**config.mk**
```make
export PLATFORM = sky130hd
export DESIGN_NAME = nearest_cell_classifier_flat
export DESIGN_NICKNAME = d
export VERILOG_FILES = /design/src/hdl/ncc_pkg.sv /design/src/hdl/ncc_if.sv /design/src/hdl/nearest_cell_classifier.sv /design/src/hdl/ncc_front.sv /design/src/hdl/ncc_cmd_fifo.sv /design/src/hdl/ncc_back.sv /design/src/flat_wrapper.sv
export SDC_FILE = /design/constraint.sdc
export NUM_CORES = 2
export LEC_CHECK = 0
export BUFFER_PORTS_ARGS = -buffer_cell sky130_fd_sc_hd__buf_2
export CORE_MARGIN = 2
export CORE_UTILIZATION = 60
export CTS_CLUSTER_DIAMETER = 150
export DETAILED_ROUTE_END_ITERATION = 7
export PLACE_DENSITY = 0.76
export SLEW_MARGIN = 5
export SYNTH_ARGS = -nofsm -noshare
export SYNTH_HDL_FRONTEND = slang
export SYNTH_SLANG_ARGS = --single-unit
```
**constraint.sdc**
```tcl
create_clock -name i_clk -period 12.96 [get_ports i_clk]
set_input_delay 1.296 -clock i_clk [delete_from_list [all_inputs] [get_ports i_clk]]
set_output_delay 1.296 -clock i_clk [all_outputs]
set_load 0.1 [all_outputs]
```
**src/hdl/ncc_pkg.sv**
```systemverilog
// ============================================================================
// ncc_pkg
// Shared sizes, opcodes and command/result types of the nearest cell classifier.
// ============================================================================
`default_nettype none

package ncc_pkg;

    localparam int MAX_CELLS    = 64;
    localparam int FEATURE_BITS = 16;
    localparam int LABEL_BITS   = 4;
    localparam int OPC_W        = 2;

    localparam int IDX_W  = $clog2(MAX_CELLS);
    localparam int CNT_W  = $clog2(MAX_CELLS + 1);
    localparam int SQ_W   = 2 * FEATURE_BITS;
    localparam int DIST_W = SQ_W + 1;

    // command queue between front and back
    localparam int CMD_DEPTH = 2;
    localparam int CQ_PTR_W  = (CMD_DEPTH > 1) ? $clog2(CMD_DEPTH) : 1;
    localparam int CQ_CNT_W  = $clog2(CMD_DEPTH + 1);

    typedef enum logic [OPC_W-1:0] {
        OPC_CLASSIFY = 2'd0,
        OPC_TRAIN    = 2'd1,
        OPC_LOAD     = 2'd2,
        OPC_NONE     = 2'd3
    } t_opcode;

    // decoded command handed from front to back
    typedef struct packed {
        logic                    search;
        logic                    append_on_miss;
        logic                    append_always;
        logic [FEATURE_BITS-1:0] x;
        logic [FEATURE_BITS-1:0] y;
        logic [LABEL_BITS-1:0]   tag;
    } t_cmd;

    typedef struct packed {
        logic [LABEL_BITS-1:0] best_label;
        logic [DIST_W-1:0]     best_dist_sq;
        logic                  label_match;
        logic                  inserted;
        logic                  table_full;
        logic                  status;
    } t_result;

endpackage

`default_nettype wire

```
**src/hdl/ncc_if.sv**
```systemverilog
// ============================================================================
// ncc_if
// Valid/ready channels of the classifier: input items and result beats.
// ============================================================================
`default_nettype none

interface ncc_in_if import ncc_pkg::*; ();
    logic                    valid;
    logic                    ready;
    logic [OPC_W-1:0]        opcode;
    logic [FEATURE_BITS-1:0] feature_x;
    logic [FEATURE_BITS-1:0] feature_y;
    logic [LABEL_BITS-1:0]   class_tag;

    modport source (output valid, output opcode, output feature_x, output feature_y,
                    output class_tag, input ready);
    modport sink   (input valid, input opcode, input feature_x, input feature_y,
                    input class_tag, output ready);
endinterface

interface ncc_out_if import ncc_pkg::*; ();
    logic                  valid;
    logic                  ready;
    logic [LABEL_BITS-1:0] best_label;
    logic [DIST_W-1:0]     best_dist_sq;
    logic                  label_match;
    logic                  inserted;
    logic                  table_full;
    logic                  status;

    modport source (output valid, output best_label, output best_dist_sq,
                    output label_match, output inserted, output table_full,
                    output status, input ready);
    modport sink   (input valid, input best_label, input best_dist_sq,
                    input label_match, input inserted, input table_full,
                    input status, output ready);
endinterface

`default_nettype wire

```
**src/hdl/nearest_cell_classifier.sv**
```systemverilog
// ============================================================================
// nearest_cell_classifier
// Nearest-neighbor classifier over a table of labelled 2-D cells (Q0.16).
// ============================================================================
//
//  channel   dir  beat contents
//  --------  ---  ---------------------------------------------------------
//  i_item    in   opcode, feature_x, feature_y, class_tag
//  o_result  out  best_label, best_dist_sq, label_match, inserted,
//                 table_full, status
//
//  Classify/train: the back end pops the command, makes one table read per
//    stored cell, drains the two pipeline stages and writes the result; the
//    single read port of the cell table makes the scan read one cell at a time.
//    Load, unused opcode or a search on an empty table: pop, then result write.
//  Front and queue keep taking beats while the back end scans, up to the
//    queue depth plus the front register.
//  Reset is synchronous, active low; the cell count clears, table contents
//    are left as they are (never read above the count).
//  A stalled result holds in the output register; the next command waits.
//
`default_nettype none

module nearest_cell_classifier import ncc_pkg::*; (
    input  logic      i_clk,
    input  logic      i_rst_n,
    ncc_in_if.sink    i_item,
    ncc_out_if.source o_result
);

    // front -> queue
    logic w_push_valid;
    logic w_push_ready;
    t_cmd w_push_cmd;

    // queue -> back
    logic w_pop_valid;
    logic w_pop_ready;
    t_cmd w_pop_cmd;

    // decode and register each accepted beat
    ncc_front u_front (
        .i_clk        (i_clk),
        .i_rst_n      (i_rst_n),
        .i_item       (i_item),
        .o_push_valid (w_push_valid),
        .i_push_ready (w_push_ready),
        .o_push_cmd   (w_push_cmd)
    );

    // lets the front stall independently of the scan
    ncc_cmd_fifo u_cmd_fifo (
        .i_clk        (i_clk),
        .i_rst_n      (i_rst_n),
        .i_push_valid (w_push_valid),
        .o_push_ready (w_push_ready),
        .i_push_cmd   (w_push_cmd),
        .o_pop_valid  (w_pop_valid),
        .i_pop_ready  (w_pop_ready),
        .o_pop_cmd    (w_pop_cmd)
    );

    // table scan, insert and result register
    ncc_back u_back (
        .i_clk       (i_clk),
        .i_rst_n     (i_rst_n),
        .i_cmd_valid (w_pop_valid),
        .o_cmd_ready (w_pop_ready),
        .i_cmd       (w_pop_cmd),
        .o_result    (o_result)
    );

endmodule

`default_nettype wire

```
**src/hdl/ncc_front.sv**
```systemverilog
// ============================================================================
// ncc_front
// Accepts input beats, decodes the opcode and registers a command.
// ============================================================================
`default_nettype none

module ncc_front import ncc_pkg::*; (
    input  logic      i_clk,
    input  logic      i_rst_n,
    ncc_in_if.sink    i_item,
    output logic      o_push_valid,
    input  logic      i_push_ready,
    output t_cmd      o_push_cmd
);

    logic r_valid;
    t_cmd r_cmd;
    t_cmd n_cmd;

    assign i_item.ready = !r_valid || i_push_ready;

    always_comb begin
        n_cmd                = '0;
        n_cmd.x              = i_item.feature_x;
        n_cmd.y              = i_item.feature_y;
        n_cmd.tag            = i_item.class_tag;
        unique case (t_opcode'(i_item.opcode))
            OPC_CLASSIFY: begin
                n_cmd.search = 1'b1;
            end
            OPC_TRAIN: begin
                n_cmd.search         = 1'b1;
                n_cmd.append_on_miss = 1'b1;
            end
            OPC_LOAD: begin
                n_cmd.append_always = 1'b1;
            end
            OPC_NONE: begin
                // unused code: all-zero result, state untouched
                n_cmd.search = 1'b0;
            end
        endcase
    end

    always_ff @(posedge i_clk) begin
        if (!i_rst_n) begin
            r_valid <= 1'b0;
        end else if (i_item.ready) begin
            r_valid <= i_item.valid;
            if (i_item.valid) begin
                r_cmd <= n_cmd;
            end
        end
    end

    assign o_push_valid = r_valid;
    assign o_push_cmd   = r_cmd;

endmodule

`default_nettype wire

```
**src/hdl/ncc_cmd_fifo.sv**
```systemverilog
// ============================================================================
// ncc_cmd_fifo
// Short command queue decoupling the front from the search engine.
// ============================================================================
`default_nettype none

module ncc_cmd_fifo import ncc_pkg::*; (
    input  logic i_clk,
    input  logic i_rst_n,
    input  logic i_push_valid,
    output logic o_push_ready,
    input  t_cmd i_push_cmd,
    output logic o_pop_valid,
    input  logic i_pop_ready,
    output t_cmd o_pop_cmd
);

    t_cmd                r_slot [CMD_DEPTH];
    logic [CQ_PTR_W-1:0] r_wr_ptr;
    logic [CQ_PTR_W-1:0] r_rd_ptr;
    logic [CQ_CNT_W-1:0] r_cnt;
    logic                w_push;
    logic                w_pop;

    assign o_push_ready = (r_cnt != CQ_CNT_W'(CMD_DEPTH));
    assign o_pop_valid  = (r_cnt != '0);
    assign o_pop_cmd    = r_slot[r_rd_ptr];
    assign w_push       = i_push_valid && o_push_ready;
    assign w_pop        = o_pop_valid && i_pop_ready;

    function automatic logic [CQ_PTR_W-1:0] ptr_inc(input logic [CQ_PTR_W-1:0] p);
        ptr_inc = (p == CQ_PTR_W'(CMD_DEPTH - 1)) ? '0 : p + CQ_PTR_W'(1);
    endfunction

    always_ff @(posedge i_clk) begin
        if (w_push) begin
            r_slot[r_wr_ptr] <= i_push_cmd;
        end
    end

    always_ff @(posedge i_clk) begin
        if (!i_rst_n) begin
            r_wr_ptr <= '0;
            r_rd_ptr <= '0;
            r_cnt    <= '0;
        end else begin
            if (w_push) begin
                r_wr_ptr <= ptr_inc(r_wr_ptr);
            end
            if (w_pop) begin
                r_rd_ptr <= ptr_inc(r_rd_ptr);
            end
            if (w_push && !w_pop) begin
                r_cnt <= r_cnt + CQ_CNT_W'(1);
            end else if (w_pop && !w_push) begin
                r_cnt <= r_cnt - CQ_CNT_W'(1);
            end
        end
    end

endmodule

`default_nettype wire

```
**src/hdl/ncc_back.sv**
```systemverilog
// ============================================================================
// ncc_back
// Cell table, nearest-cell scan pipeline, insert logic and result register.
// ============================================================================
`default_nettype none

module ncc_back import ncc_pkg::*; (
    input  logic      i_clk,
    input  logic      i_rst_n,
    input  logic      i_cmd_valid,
    output logic      o_cmd_ready,
    input  t_cmd      i_cmd,
    ncc_out_if.source o_result
);

    typedef struct packed {
        logic [FEATURE_BITS-1:0] x;
        logic [FEATURE_BITS-1:0] y;
        logic [LABEL_BITS-1:0]   label;
    } t_cell;

    typedef enum logic [1:0] {
        ST_IDLE,
        ST_SCAN,
        ST_DRAIN,
        ST_FINISH
    } t_state;

    t_state r_state;
    t_cmd   r_cmd;
    logic [CNT_W-1:0] r_count;
    logic [IDX_W-1:0] r_rd_idx;
    logic             r_out_valid;
    t_result          r_out;

    t_cell r_cells [MAX_CELLS];
    t_cell r_rd_data;

    // scan pipeline
    logic                  r_v1, r_first1;
    logic                  r_v2, r_first2;
    logic [SQ_W-1:0]       r_sq_x, r_sq_y;
    logic [LABEL_BITS-1:0] r_lbl2;
    logic [DIST_W-1:0]     r_best_d;
    logic [LABEL_BITS-1:0] r_best_lbl;

    logic                    w_rd_en;
    logic                    w_last_rd;
    logic [FEATURE_BITS-1:0] w_dx, w_dy;
    logic [DIST_W-1:0]       w_sum;
    logic                    w_out_free;
    logic                    w_searched;
    logic                    w_match;
    logic                    w_ins_req;
    logic                    w_full;
    logic                    w_wr_en;
    t_result                 n_res;

    assign o_cmd_ready = (r_state == ST_IDLE);
    assign w_rd_en     = (r_state == ST_SCAN);
    assign w_last_rd   = (CNT_W'(r_rd_idx) + CNT_W'(1) == r_count);

    // table: one write port, one registered read port
    always_ff @(posedge i_clk) begin
        if (w_wr_en) begin
            r_cells[r_count[IDX_W-1:0]] <= '{x: r_cmd.x, y: r_cmd.y, label: r_cmd.tag};
        end
        if (w_rd_en) begin
            r_rd_data <= r_cells[r_rd_idx];
        end
    end

    assign w_dx  = (r_rd_data.x >= r_cmd.x) ? r_rd_data.x - r_cmd.x : r_cmd.x - r_rd_data.x;
    assign w_dy  = (r_rd_data.y >= r_cmd.y) ? r_rd_data.y - r_cmd.y : r_cmd.y - r_rd_data.y;
    assign w_sum = DIST_W'(r_sq_x) + DIST_W'(r_sq_y);

    always_ff @(posedge i_clk) begin
        if (!i_rst_n) begin
            r_v1 <= 1'b0;
            r_v2 <= 1'b0;
        end else begin
            r_v1     <= w_rd_en;
            r_first1 <= w_rd_en && (r_rd_idx == '0);
            r_v2     <= r_v1;
            r_first2 <= r_first1;
            r_sq_x   <= SQ_W'(w_dx) * SQ_W'(w_dx);
            r_sq_y   <= SQ_W'(w_dy) * SQ_W'(w_dy);
            r_lbl2   <= r_rd_data.label;
            // strict less-than keeps the lowest index on a tie
            if (r_v2 && (r_first2 || (w_sum < r_best_d))) begin
                r_best_d   <= w_sum;
                r_best_lbl <= r_lbl2;
            end
        end
    end

    // result of the current command
    assign w_out_free = !r_out_valid || o_result.ready;
    assign w_searched = r_cmd.search && (r_count != '0);
    assign w_match    = w_searched && (r_best_lbl == r_cmd.tag);
    assign w_ins_req  = r_cmd.append_always || (r_cmd.append_on_miss && !w_match);
    assign w_full     = (r_count == CNT_W'(MAX_CELLS));
    assign w_wr_en    = (r_state == ST_FINISH) && w_out_free && w_ins_req && !w_full;

    always_comb begin
        n_res              = '0;
        n_res.best_label   = w_searched ? r_best_lbl : '0;
        n_res.best_dist_sq = w_searched ? r_best_d : '0;
        n_res.label_match  = w_match;
        n_res.inserted     = w_ins_req && !w_full;
        n_res.table_full   = w_ins_req && w_full;
        n_res.status       = r_cmd.search && (r_count == '0);
    end

    always_ff @(posedge i_clk) begin
        if (!i_rst_n) begin
            r_state     <= ST_IDLE;
            r_count     <= '0;
            r_rd_idx    <= '0;
            r_out_valid <= 1'b0;
        end else begin
            // a new beat loads as the old one leaves
            if ((r_state == ST_FINISH) && w_out_free) begin
                r_out_valid <= 1'b1;
            end else if (r_out_valid && o_result.ready) begin
                r_out_valid <= 1'b0;
            end
            unique case (r_state)
                ST_IDLE: begin
                    if (i_cmd_valid) begin
                        r_cmd    <= i_cmd;
                        r_rd_idx <= '0;
                        r_state  <= (i_cmd.search && (r_count != '0)) ? ST_SCAN : ST_FINISH;
                    end
                end
                ST_SCAN: begin
                    r_rd_idx <= r_rd_idx + IDX_W'(1);
                    if (w_last_rd) begin
                        r_state <= ST_DRAIN;
                    end
                end
                ST_DRAIN: begin
                    if (!r_v1 && !r_v2) begin
                        r_state <= ST_FINISH;
                    end
                end
                ST_FINISH: begin
                    if (w_out_free) begin
                        r_out <= n_res;
                        if (w_wr_en) begin
                            r_count <= r_count + CNT_W'(1);
                        end
                        r_state <= ST_IDLE;
                    end
                end
                default: begin
                    r_state <= ST_IDLE;
                end
            endcase
        end
    end

    assign o_result.valid        = r_out_valid;
    assign o_result.best_label   = r_out.best_label;
    assign o_result.best_dist_sq = r_out.best_dist_sq;
    assign o_result.label_match  = r_out.label_match;
    assign o_result.inserted     = r_out.inserted;
    assign o_result.table_full   = r_out.table_full;
    assign o_result.status       = r_out.status;

`ifndef NO_ASSERTIONS
    a_count_bound: assert property (@(posedge i_clk) disable iff (!i_rst_n)
        r_count <= CNT_W'(MAX_CELLS))
        else $error("cell count above table size");

    a_count_step: assert property (@(posedge i_clk) disable iff (!i_rst_n)
        $past(i_rst_n) |-> (r_count == $past(r_count)) ||
                           (r_count == $past(r_count) + CNT_W'(1)))
        else $error("cell count moved by more than one");

    a_scan_in_range: assert property (@(posedge i_clk) disable iff (!i_rst_n)
        (r_state == ST_SCAN) |-> (CNT_W'(r_rd_idx) < r_count))
        else $error("scan reads past stored cells");

    a_ins_xor_full: assert property (@(posedge i_clk) disable iff (!i_rst_n)
        r_out_valid |-> !(r_out.inserted && r_out.table_full))
        else $error("result both inserted and dropped");

    a_empty_result: assert property (@(posedge i_clk) disable iff (!i_rst_n)
        (r_out_valid && r_out.status) |-> (r_out.best_dist_sq == '0) && !r_out.label_match)
        else $error("empty-table result carries search data");
`endif

endmodule

`default_nettype wire

```
**src/flat_wrapper.sv**
```systemverilog
// flat-port wrapper written by rule: the top's interface ports become plain ports
module nearest_cell_classifier_flat import ncc_pkg::*;
  (i_clk, i_rst_n, i_item_valid, i_item_opcode, i_item_feature_x, i_item_feature_y, i_item_class_tag, i_item_ready, o_result_valid, o_result_best_label, o_result_best_dist_sq, o_result_label_match, o_result_inserted, o_result_table_full, o_result_status, o_result_ready);
  ncc_in_if i_item_i ();
  ncc_out_if o_result_i ();
  input  logic i_clk;
  input  logic i_rst_n;
  input wire logic [$bits(i_item_i.valid)-1:0] i_item_valid;
  input wire logic [$bits(i_item_i.opcode)-1:0] i_item_opcode;
  input wire logic [$bits(i_item_i.feature_x)-1:0] i_item_feature_x;
  input wire logic [$bits(i_item_i.feature_y)-1:0] i_item_feature_y;
  input wire logic [$bits(i_item_i.class_tag)-1:0] i_item_class_tag;
  output wire logic [$bits(i_item_i.ready)-1:0] i_item_ready;
  output wire logic [$bits(o_result_i.valid)-1:0] o_result_valid;
  output wire logic [$bits(o_result_i.best_label)-1:0] o_result_best_label;
  output wire logic [$bits(o_result_i.best_dist_sq)-1:0] o_result_best_dist_sq;
  output wire logic [$bits(o_result_i.label_match)-1:0] o_result_label_match;
  output wire logic [$bits(o_result_i.inserted)-1:0] o_result_inserted;
  output wire logic [$bits(o_result_i.table_full)-1:0] o_result_table_full;
  output wire logic [$bits(o_result_i.status)-1:0] o_result_status;
  input wire logic [$bits(o_result_i.ready)-1:0] o_result_ready;
  assign i_item_i.valid = i_item_valid;
  assign i_item_i.opcode = i_item_opcode;
  assign i_item_i.feature_x = i_item_feature_x;
  assign i_item_i.feature_y = i_item_feature_y;
  assign i_item_i.class_tag = i_item_class_tag;
  assign i_item_ready = i_item_i.ready;
  assign o_result_valid = o_result_i.valid;
  assign o_result_best_label = o_result_i.best_label;
  assign o_result_best_dist_sq = o_result_i.best_dist_sq;
  assign o_result_label_match = o_result_i.label_match;
  assign o_result_inserted = o_result_i.inserted;
  assign o_result_table_full = o_result_i.table_full;
  assign o_result_status = o_result_i.status;
  assign o_result_i.ready = o_result_ready;
  nearest_cell_classifier u_core (.i_clk(i_clk), .i_rst_n(i_rst_n), .i_item(i_item_i), .o_result(o_result_i));
endmodule
```
Word-level counts from Yosys, hierarchy flattened
Memories as Yosys holds them, arrays and structs flattened. A register that Yosys moved wholly into a read port is not among the register bits.
Index checks and enable logic that the tools add are counted.
Widths: inputs -> output; s select.
{"block": "op_classes", "eq_ne": 13, "n_reduce_logical": 47, "multipliers": 2, "add_sub_neg": 12, "muxes": 25, "n_lt_le_gt_ge": 3}
{"op": "$mul 16x16->32", "n": 2}
{"op": "$sub 16x16->16", "n": 4}
{"op": "$add 32x32->33", "n": 1}
{"op": "$lt 33x33->1", "n": 1}
{"op": "$ge 16x16->1", "n": 2}
{"op": "$mux 16", "n": 2}
{"op": "$logic_and 1x1->1", "n": 18}
{"op": "$mux 2", "n": 7}
{"op": "$mux 1", "n": 13}
{"op": "$pmux 6 s2", "n": 1}
{"op": "$reduce_and 3->1", "n": 4}
{"op": "$logic_not 1->1", "n": 8}
{"op": "$ne 2x2->1 const B", "n": 4}
{"op": "$pmux 2 s4", "n": 1}
{"op": "$reduce_bool 2->1", "n": 4}
{"op": "$add 6x1->7 const B", "n": 1}
{"op": "$add 7x1->7 const B", "n": 1}
{"op": "$eq 7x7->1", "n": 1}
{"op": "$eq 7x7->1 const B", "n": 1}
{"op": "$logic_not 7->1", "n": 1}
{"op": "$reduce_bool 7->1", "n": 1}
{"op": "$add 6x1->6 const B", "n": 1}
{"op": "$eq 2x2->1 const B", "n": 3}
{"op": "$logic_not 6->1", "n": 1}
{"op": "12 further kinds", "n": 19}
{"block": "word_totals", "wordCells": 139, "memories": 2, "ff_bits": 249, "out_inout_bits": 43, "ramBits": 2382}
{"name": "u_core.u_back.r_cells", "depth": 64, "word_bits": 36, "rd": 1, "rd_clocked_by_memory_dff": 1, "wr": 1, "line_no": "ncc_back.sv:36", "text": "t_cell r_cells [MAX_CELLS];"}
{"name": "u_core.u_cmd_fifo.r_slot", "depth": 2, "word_bits": 39, "rd": 1, "rd_clocked_by_memory_dff": 1, "wr": 1, "line_no": "ncc_cmd_fifo.sv:18", "text": "t_cmd r_slot [CMD_DEPTH];"}

Depth between registers and ports, before layout
{"block": "logic_depth", "ltp_word": 10, "mapped_depth": 39, "depth_no_buf": 37}

Hierarchy
From an unflattened synthesis, not the netlist that was laid out.
{"block": "unflattened", "hier_cells": 6349, "area_unflattened_um2": 119239.4}
{"mod": "ncc_back", "instances": 1, "seq_area_each_um2": 76183.1, "area_each_um2": 114952.7, "cells_each": 6157}
{"mod": "ncc_cmd_fifo", "instances": 1, "seq_area_each_um2": 2442.3, "area_each_um2": 3050.4, "cells_each": 145}
{"mod": "ncc_front", "instances": 1, "seq_area_each_um2": 1191.1, "area_each_um2": 1236.2, "cells_each": 47}

Worst setup path before layout
OpenSTA, ideal clock, no wires.
{"block": "synth_path", "path_type": "register to register", "from": "register u_core.u_back.r_cmd[5] (netlist name)", "to": "register u_core.u_back.r_sq_y[29] (data pin)", "setup_slack_ns": 4.054, "t_arrival_ns": 8.644, "path_stages_with_launch": 34, "n_path_buf": 3, "setup_time_ns": 0.262, "cell_sequence": "edfxtp_1 -> inv_1 -> fa_1 -> a21oi_2 -> o2111ai_1 -> a211o_1 -> a31o_4 -> buf_8 -> buf_6 -> a211oi_1 -> a21oi_1 -> xnor2_2 -> buf_4 -> nand2_1 -> fa_1 -> fa_1 -> inv_1 -> fa_1 -> fa_1 -> fa_1 -> inv_1 -> fa_1 -> inv_1 -> ha_1 -> a21o_1 -> a21o_1 -> a21oi_1 -> o31ai_1 -> nor3_1 -> a21oi_1 -> a41oi_1 -> nor2b_1 -> a21oi_1 -> xor2_1"}
{"block": "synth_via", "elab_chain_len": 3, "elab_cells_between_ends": 5}
{"item": "start, declared", "line_no": "ncc_back.sv:30", "text": "t_cmd r_cmd;"}
{"item": "start signal, assigned", "line_no": "ncc_back.sv:131", "text": "r_cmd <= i_cmd;"}
{"item": "$sub 16x16->16 or $ge 16x16->1 (tied branches)", "line_no": "ncc_back.sv:74", "text": "assign w_dy = (r_rd_data.y >= r_cmd.y) ? r_rd_data.y - r_cmd.y : r_cmd.y - r_rd_data.y;"}
{"item": "$mux 16 (*)", "line_no": "ncc_back.sv:74"}
{"item": "$mul 16x16->32 (*)", "line_no": "ncc_back.sv:87", "text": "r_sq_y <= SQ_W'(w_dy) * SQ_W'(w_dy);"}
{"item": "end signal, assigned", "line_no": "ncc_back.sv:87"}
{"item": "end, declared", "line_no": "ncc_back.sv:42", "text": "logic [SQ_W-1:0] r_sq_x, r_sq_y;"}
Mark *: on every way between the ends. The rest lies on a longest branch, timed or not.
A chain may end at the register's enable or synchronous reset.

Final worst setup path
{"block": "layout_path", "from": "register u_core.u_back.r_cmd[29] (netlist name)", "to": "register u_core.u_back.r_sq_x[30] (data pin)"}
{"block": "layout_via", "elab_chain_len": 3, "elab_cells_between_ends": 5}
{"item": "$sub 16x16->16 or $ge 16x16->1 (tied branches)", "line_no": "ncc_back.sv:73", "text": "assign w_dx = (r_rd_data.x >= r_cmd.x) ? r_rd_data.x - r_cmd.x : r_cmd.x - r_rd_data.x;"}
{"item": "$mux 16 (*)", "line_no": "ncc_back.sv:73"}
{"item": "$mul 16x16->32 (*)", "line_no": "ncc_back.sv:86", "text": "r_sq_x <= SQ_W'(w_dx) * SQ_W'(w_dx);"}
{"item": "end signal, assigned", "line_no": "ncc_back.sv:86"}
{"item": "end, declared", "line_no": "ncc_back.sv:42"}
Marks and branches as above.

==> flow_summary.json <==
{
  "synth_edf_count": 2642,
  "drv_slew": 0,
  "numPortBuffers": 84,
  "mostFrequentLayoutCells": "2642 x edfxtp_1, 710 x mux4_2, 580 x inv_1, 331 x ha_1, 328 x fa_1",
  "clock_sinks": 2666,
  "end_kind": "flop",
  "synthFlopType": "edfxtp_1",
  "worst_pin_slew_ns": 1.18,
  "wl_met2_mm": 151,
  "fin_crit_sh_pct": 76.0,
  "areaGrowthSynthToFinish_pct": 10.7,
  "crit_required_ns": 13.61,
  "netlist_instances": 6396,
  "fin_crit_ns": 9.85,
  "overflow": 0,
  "rsz0062_at_grt": "no",
  "first_pass_iters": 6,
  "clock.fmax_mhz": 102,
  "r2r_end": "u_core.u_back.r_sq_x[30]",
  "grt_max_degree": 145,
  "slowest_stage": "ha_1",
  "clk_path_buf_depth": 4,
  "critical_path.max_stage_delay_ns": 0.59,
  "grt_pass1_vias": 65216,
  "start_util_pct": 60.4,
  "path_max_fanout": 66,
  "async_flop_share_pct": 0,
  "synth_top_area_share_pct": 66.4,
  "wl_per_cell_um": 32.9,
  "finalSetupViolations": 0,
  "maxSlewHeadroom_pct": 20.9,
  "rows": 163,
  "worstSkewPairLatency_ns": 0.94,
  "hpwl_mm": 172,
  "io_pins": 85,
  "outcome": "finished, final reports clean",
  "r2r-start": "u_core.u_back.r_cmd[29]",
  "drc": 0,
  "path_common_cell": "inv_1",
  "cts_inserted_buffers": 280,
  "hold_path.class": "reg2reg",
  "final_nets": 7357,
  "yosys_warnings": 0,
  "synth_nets": 7098,
  "synth_area_leaders": "edfxtp_1 66%, mux4_2 13%, fa_1 5.5%, ha_1 3.5%, inv_1 1.8%",
  "syn-cell-area_mm2": 0.119,
  "grt_usage_pct": 31.2,
  "maxCapViolCount": 0,
  "fp.dieArea_mm2": 0.203,
  "fin_skew_ns": 0.0574,
  "dr_total_vias": 63367,
  "yosysUniqueCellTypes": 95,
  "design.core.area_mm2": 0.198,
  "vias_per_cell": 6.68,
  "hold_violations": 0,
  "initialDrtViolationCount": 9285,
  "dieHeight_um": 450,
  "cts_setup_buffers": 0,
  "final_common_cell": "edfxtp_1",
  "worstSetupStartpointType": "flop",
  "cts-root-buf": "clkbuf_16",
  "yosys.area.top_type": "edfxtp_1",
  "wl_met1_mm": 111,
  "cp-endpoint": "u_core.u_back.r_sq_x[30]",
  "cts_hold_buf": 0,
  "die_w_um": 450,
  "seq_area_frac_synth_pct": 66.8,
  "crit_arrival_ns": 10.50,
  "routabilityCongestion": 0.911,
  "ys_seq_elements": 2666,
  "drtAntennaViolNets": 0,
  "fin_setup_tns_ns": 0,
  "routed_wl_mm": 312,
  "crit_start": "u_core.u_back.r_cmd[29]",
  "htreeDepth": 5,
  "antenna_found_initial": 19,
  "syn_avg_cell_area_um2": 18.7,
  "cts_resized": 0,
  "routed.top_layer": "met5",
  "wl_met3_mm": 35.5,
  "worst-r2r-cell-count": 34,
  "clk_transition_reported_paths_ns": 0.06,
  "r2r_setup_slack_ns": 3.11,
  "cts_tree": "yes",
  "path_class": "reg2reg",
  "grt_pass1_wl_mm": 452,
  "drive_gt1_share_pct": 22.3
}
[cells in the mapped netlist (all sizes together) (63+ instances only)]
cell type  count
nor2         267
fa           328
buf          155
clkbuf       109
nand2        201
inv          595
o21ai        101
ha           332
a21oi        171
xnor2         91
edfxtp      2642
mux4         710
mux2i         63
a21o          86
[critical path, delay by kind of cell, from the launching register on]
family | cells | cell delay [ns]
AOI/OAI and AO/OA | 8 | 1.85
muxes | 1 | 0.26
DFF | 1 | 0.32
adders and majority gates | 8 | 3.97
and+or+nand+nor | 4 | 0.76
xor gates and xnor gates | 2 | 0.56
buffers and inverters | 11 | 1.76
[how the worst min path moves through the flow]
stage | startpoint | endpoint | slack (ns) | cells after the start
floorplan | u_core.u_back.r_lbl2[0] | u_core.u_back.r_best_lbl[0] | 0.40 | 0
global placement | u_core.u_back.r_first1 | u_core.u_back.r_first2 | 0.40 | 0
detailed placement | u_core.u_back.r_first1 | u_core.u_back.r_first2 | 0.41 | 0
CTS | u_core.u_back.r_rd_data[0] | u_core.u_back.r_lbl2[0] | 0.42 | 0
global route | u_core.u_back.r_lbl2[1] | u_core.u_back.r_best_lbl[1] | 0.42 | 0
finish | u_core.u_back.r_rd_data[0] | u_core.u_back.r_lbl2[0] | 0.42 | 0
[layer usage]
metal  up-vias  global-route usage, %
met5         -                      0
met4        10                   13.4
met3       796                   6.91
met2      4321                   49.5
met1     32968                   42.3
li1      25272                      -
[per-stage QoR]
| step | hold WS (ns) | utilization (%) | cell area [um^2] | setup WS (ns) | std cells |
|---|---|---|---|---|---|
| after floorplan | 0.400 | - | 119000 | 4.05 | 6396 |
| after global placement | 0.402 | 62.6 | 124000 | 3.37 | 9013 |
| after detailed placement | 0.406 | 62.6 | 124000 | 3.24 | 9013 |
| after CTS | 0.419 | 66.9 | 132000 | 3.20 | 9481 |
| after global routing | 0.423 | 66.9 | 132000 | 2.44 | 9482 |
| final | 0.419 | 66.9 | 132000 | 3.11 | 9484 |
[cell families (layout without fill, tap and decap cells)]
logic type      Yosys count  count (layout)  share of synthesized area (%)
simple gates            707             707                           2.69
flops                  2666            2666                           66.8
fa+ha+maj               660             660                           8.97
xor+xnor                152             152                           1.23
other cells               0               3                              0
compound gates          516             516                           2.83
mux                     835             835                           14.5
buf+inv                 860            1305                           2.93
[layout make-up]
type                       instances  area (um^2)
sequential                      2666        79800
inverter                         596         2240
tap                             2640         3300
fill                           12370        65400
antenna                            3         7.51
multi-input combinational       2870        36700
clock buffer                     345         7410
timing repair buffer             241         1640
clock inverter                   123         1110
[state kept, by name, summed over array words and instances (netlist names), 2 cells and up, named ones only]
name,cells
u_core.u_back.o_result.best_label,4
u_core.u_back.r_best_lbl,4
u_core.u_back.r_sq_x,31
u_core.u_back.r_count,7
u_core.u_back.r_cells,2304
u_core.u_back.r_lbl2,4
u_core.u_back.r_rd_data,36
u_core.u_back.o_result.best_dist_sq,33
u_core.u_back.r_state,2
u_core.u_back.r_cmd,39
u_core.u_front.o_push_cmd,39
u_core.u_back.r_best_d,33
u_core.u_back.r_sq_y,31
u_core.u_back.r_rd_idx,6
u_core.u_cmd_fifo.r_slot,78
u_core.u_cmd_fifo.r_cnt,2
Power is left out: the tool's default activity adds up to more than one toggle a clock period on the data nets, which glitch-free logic cannot reach.
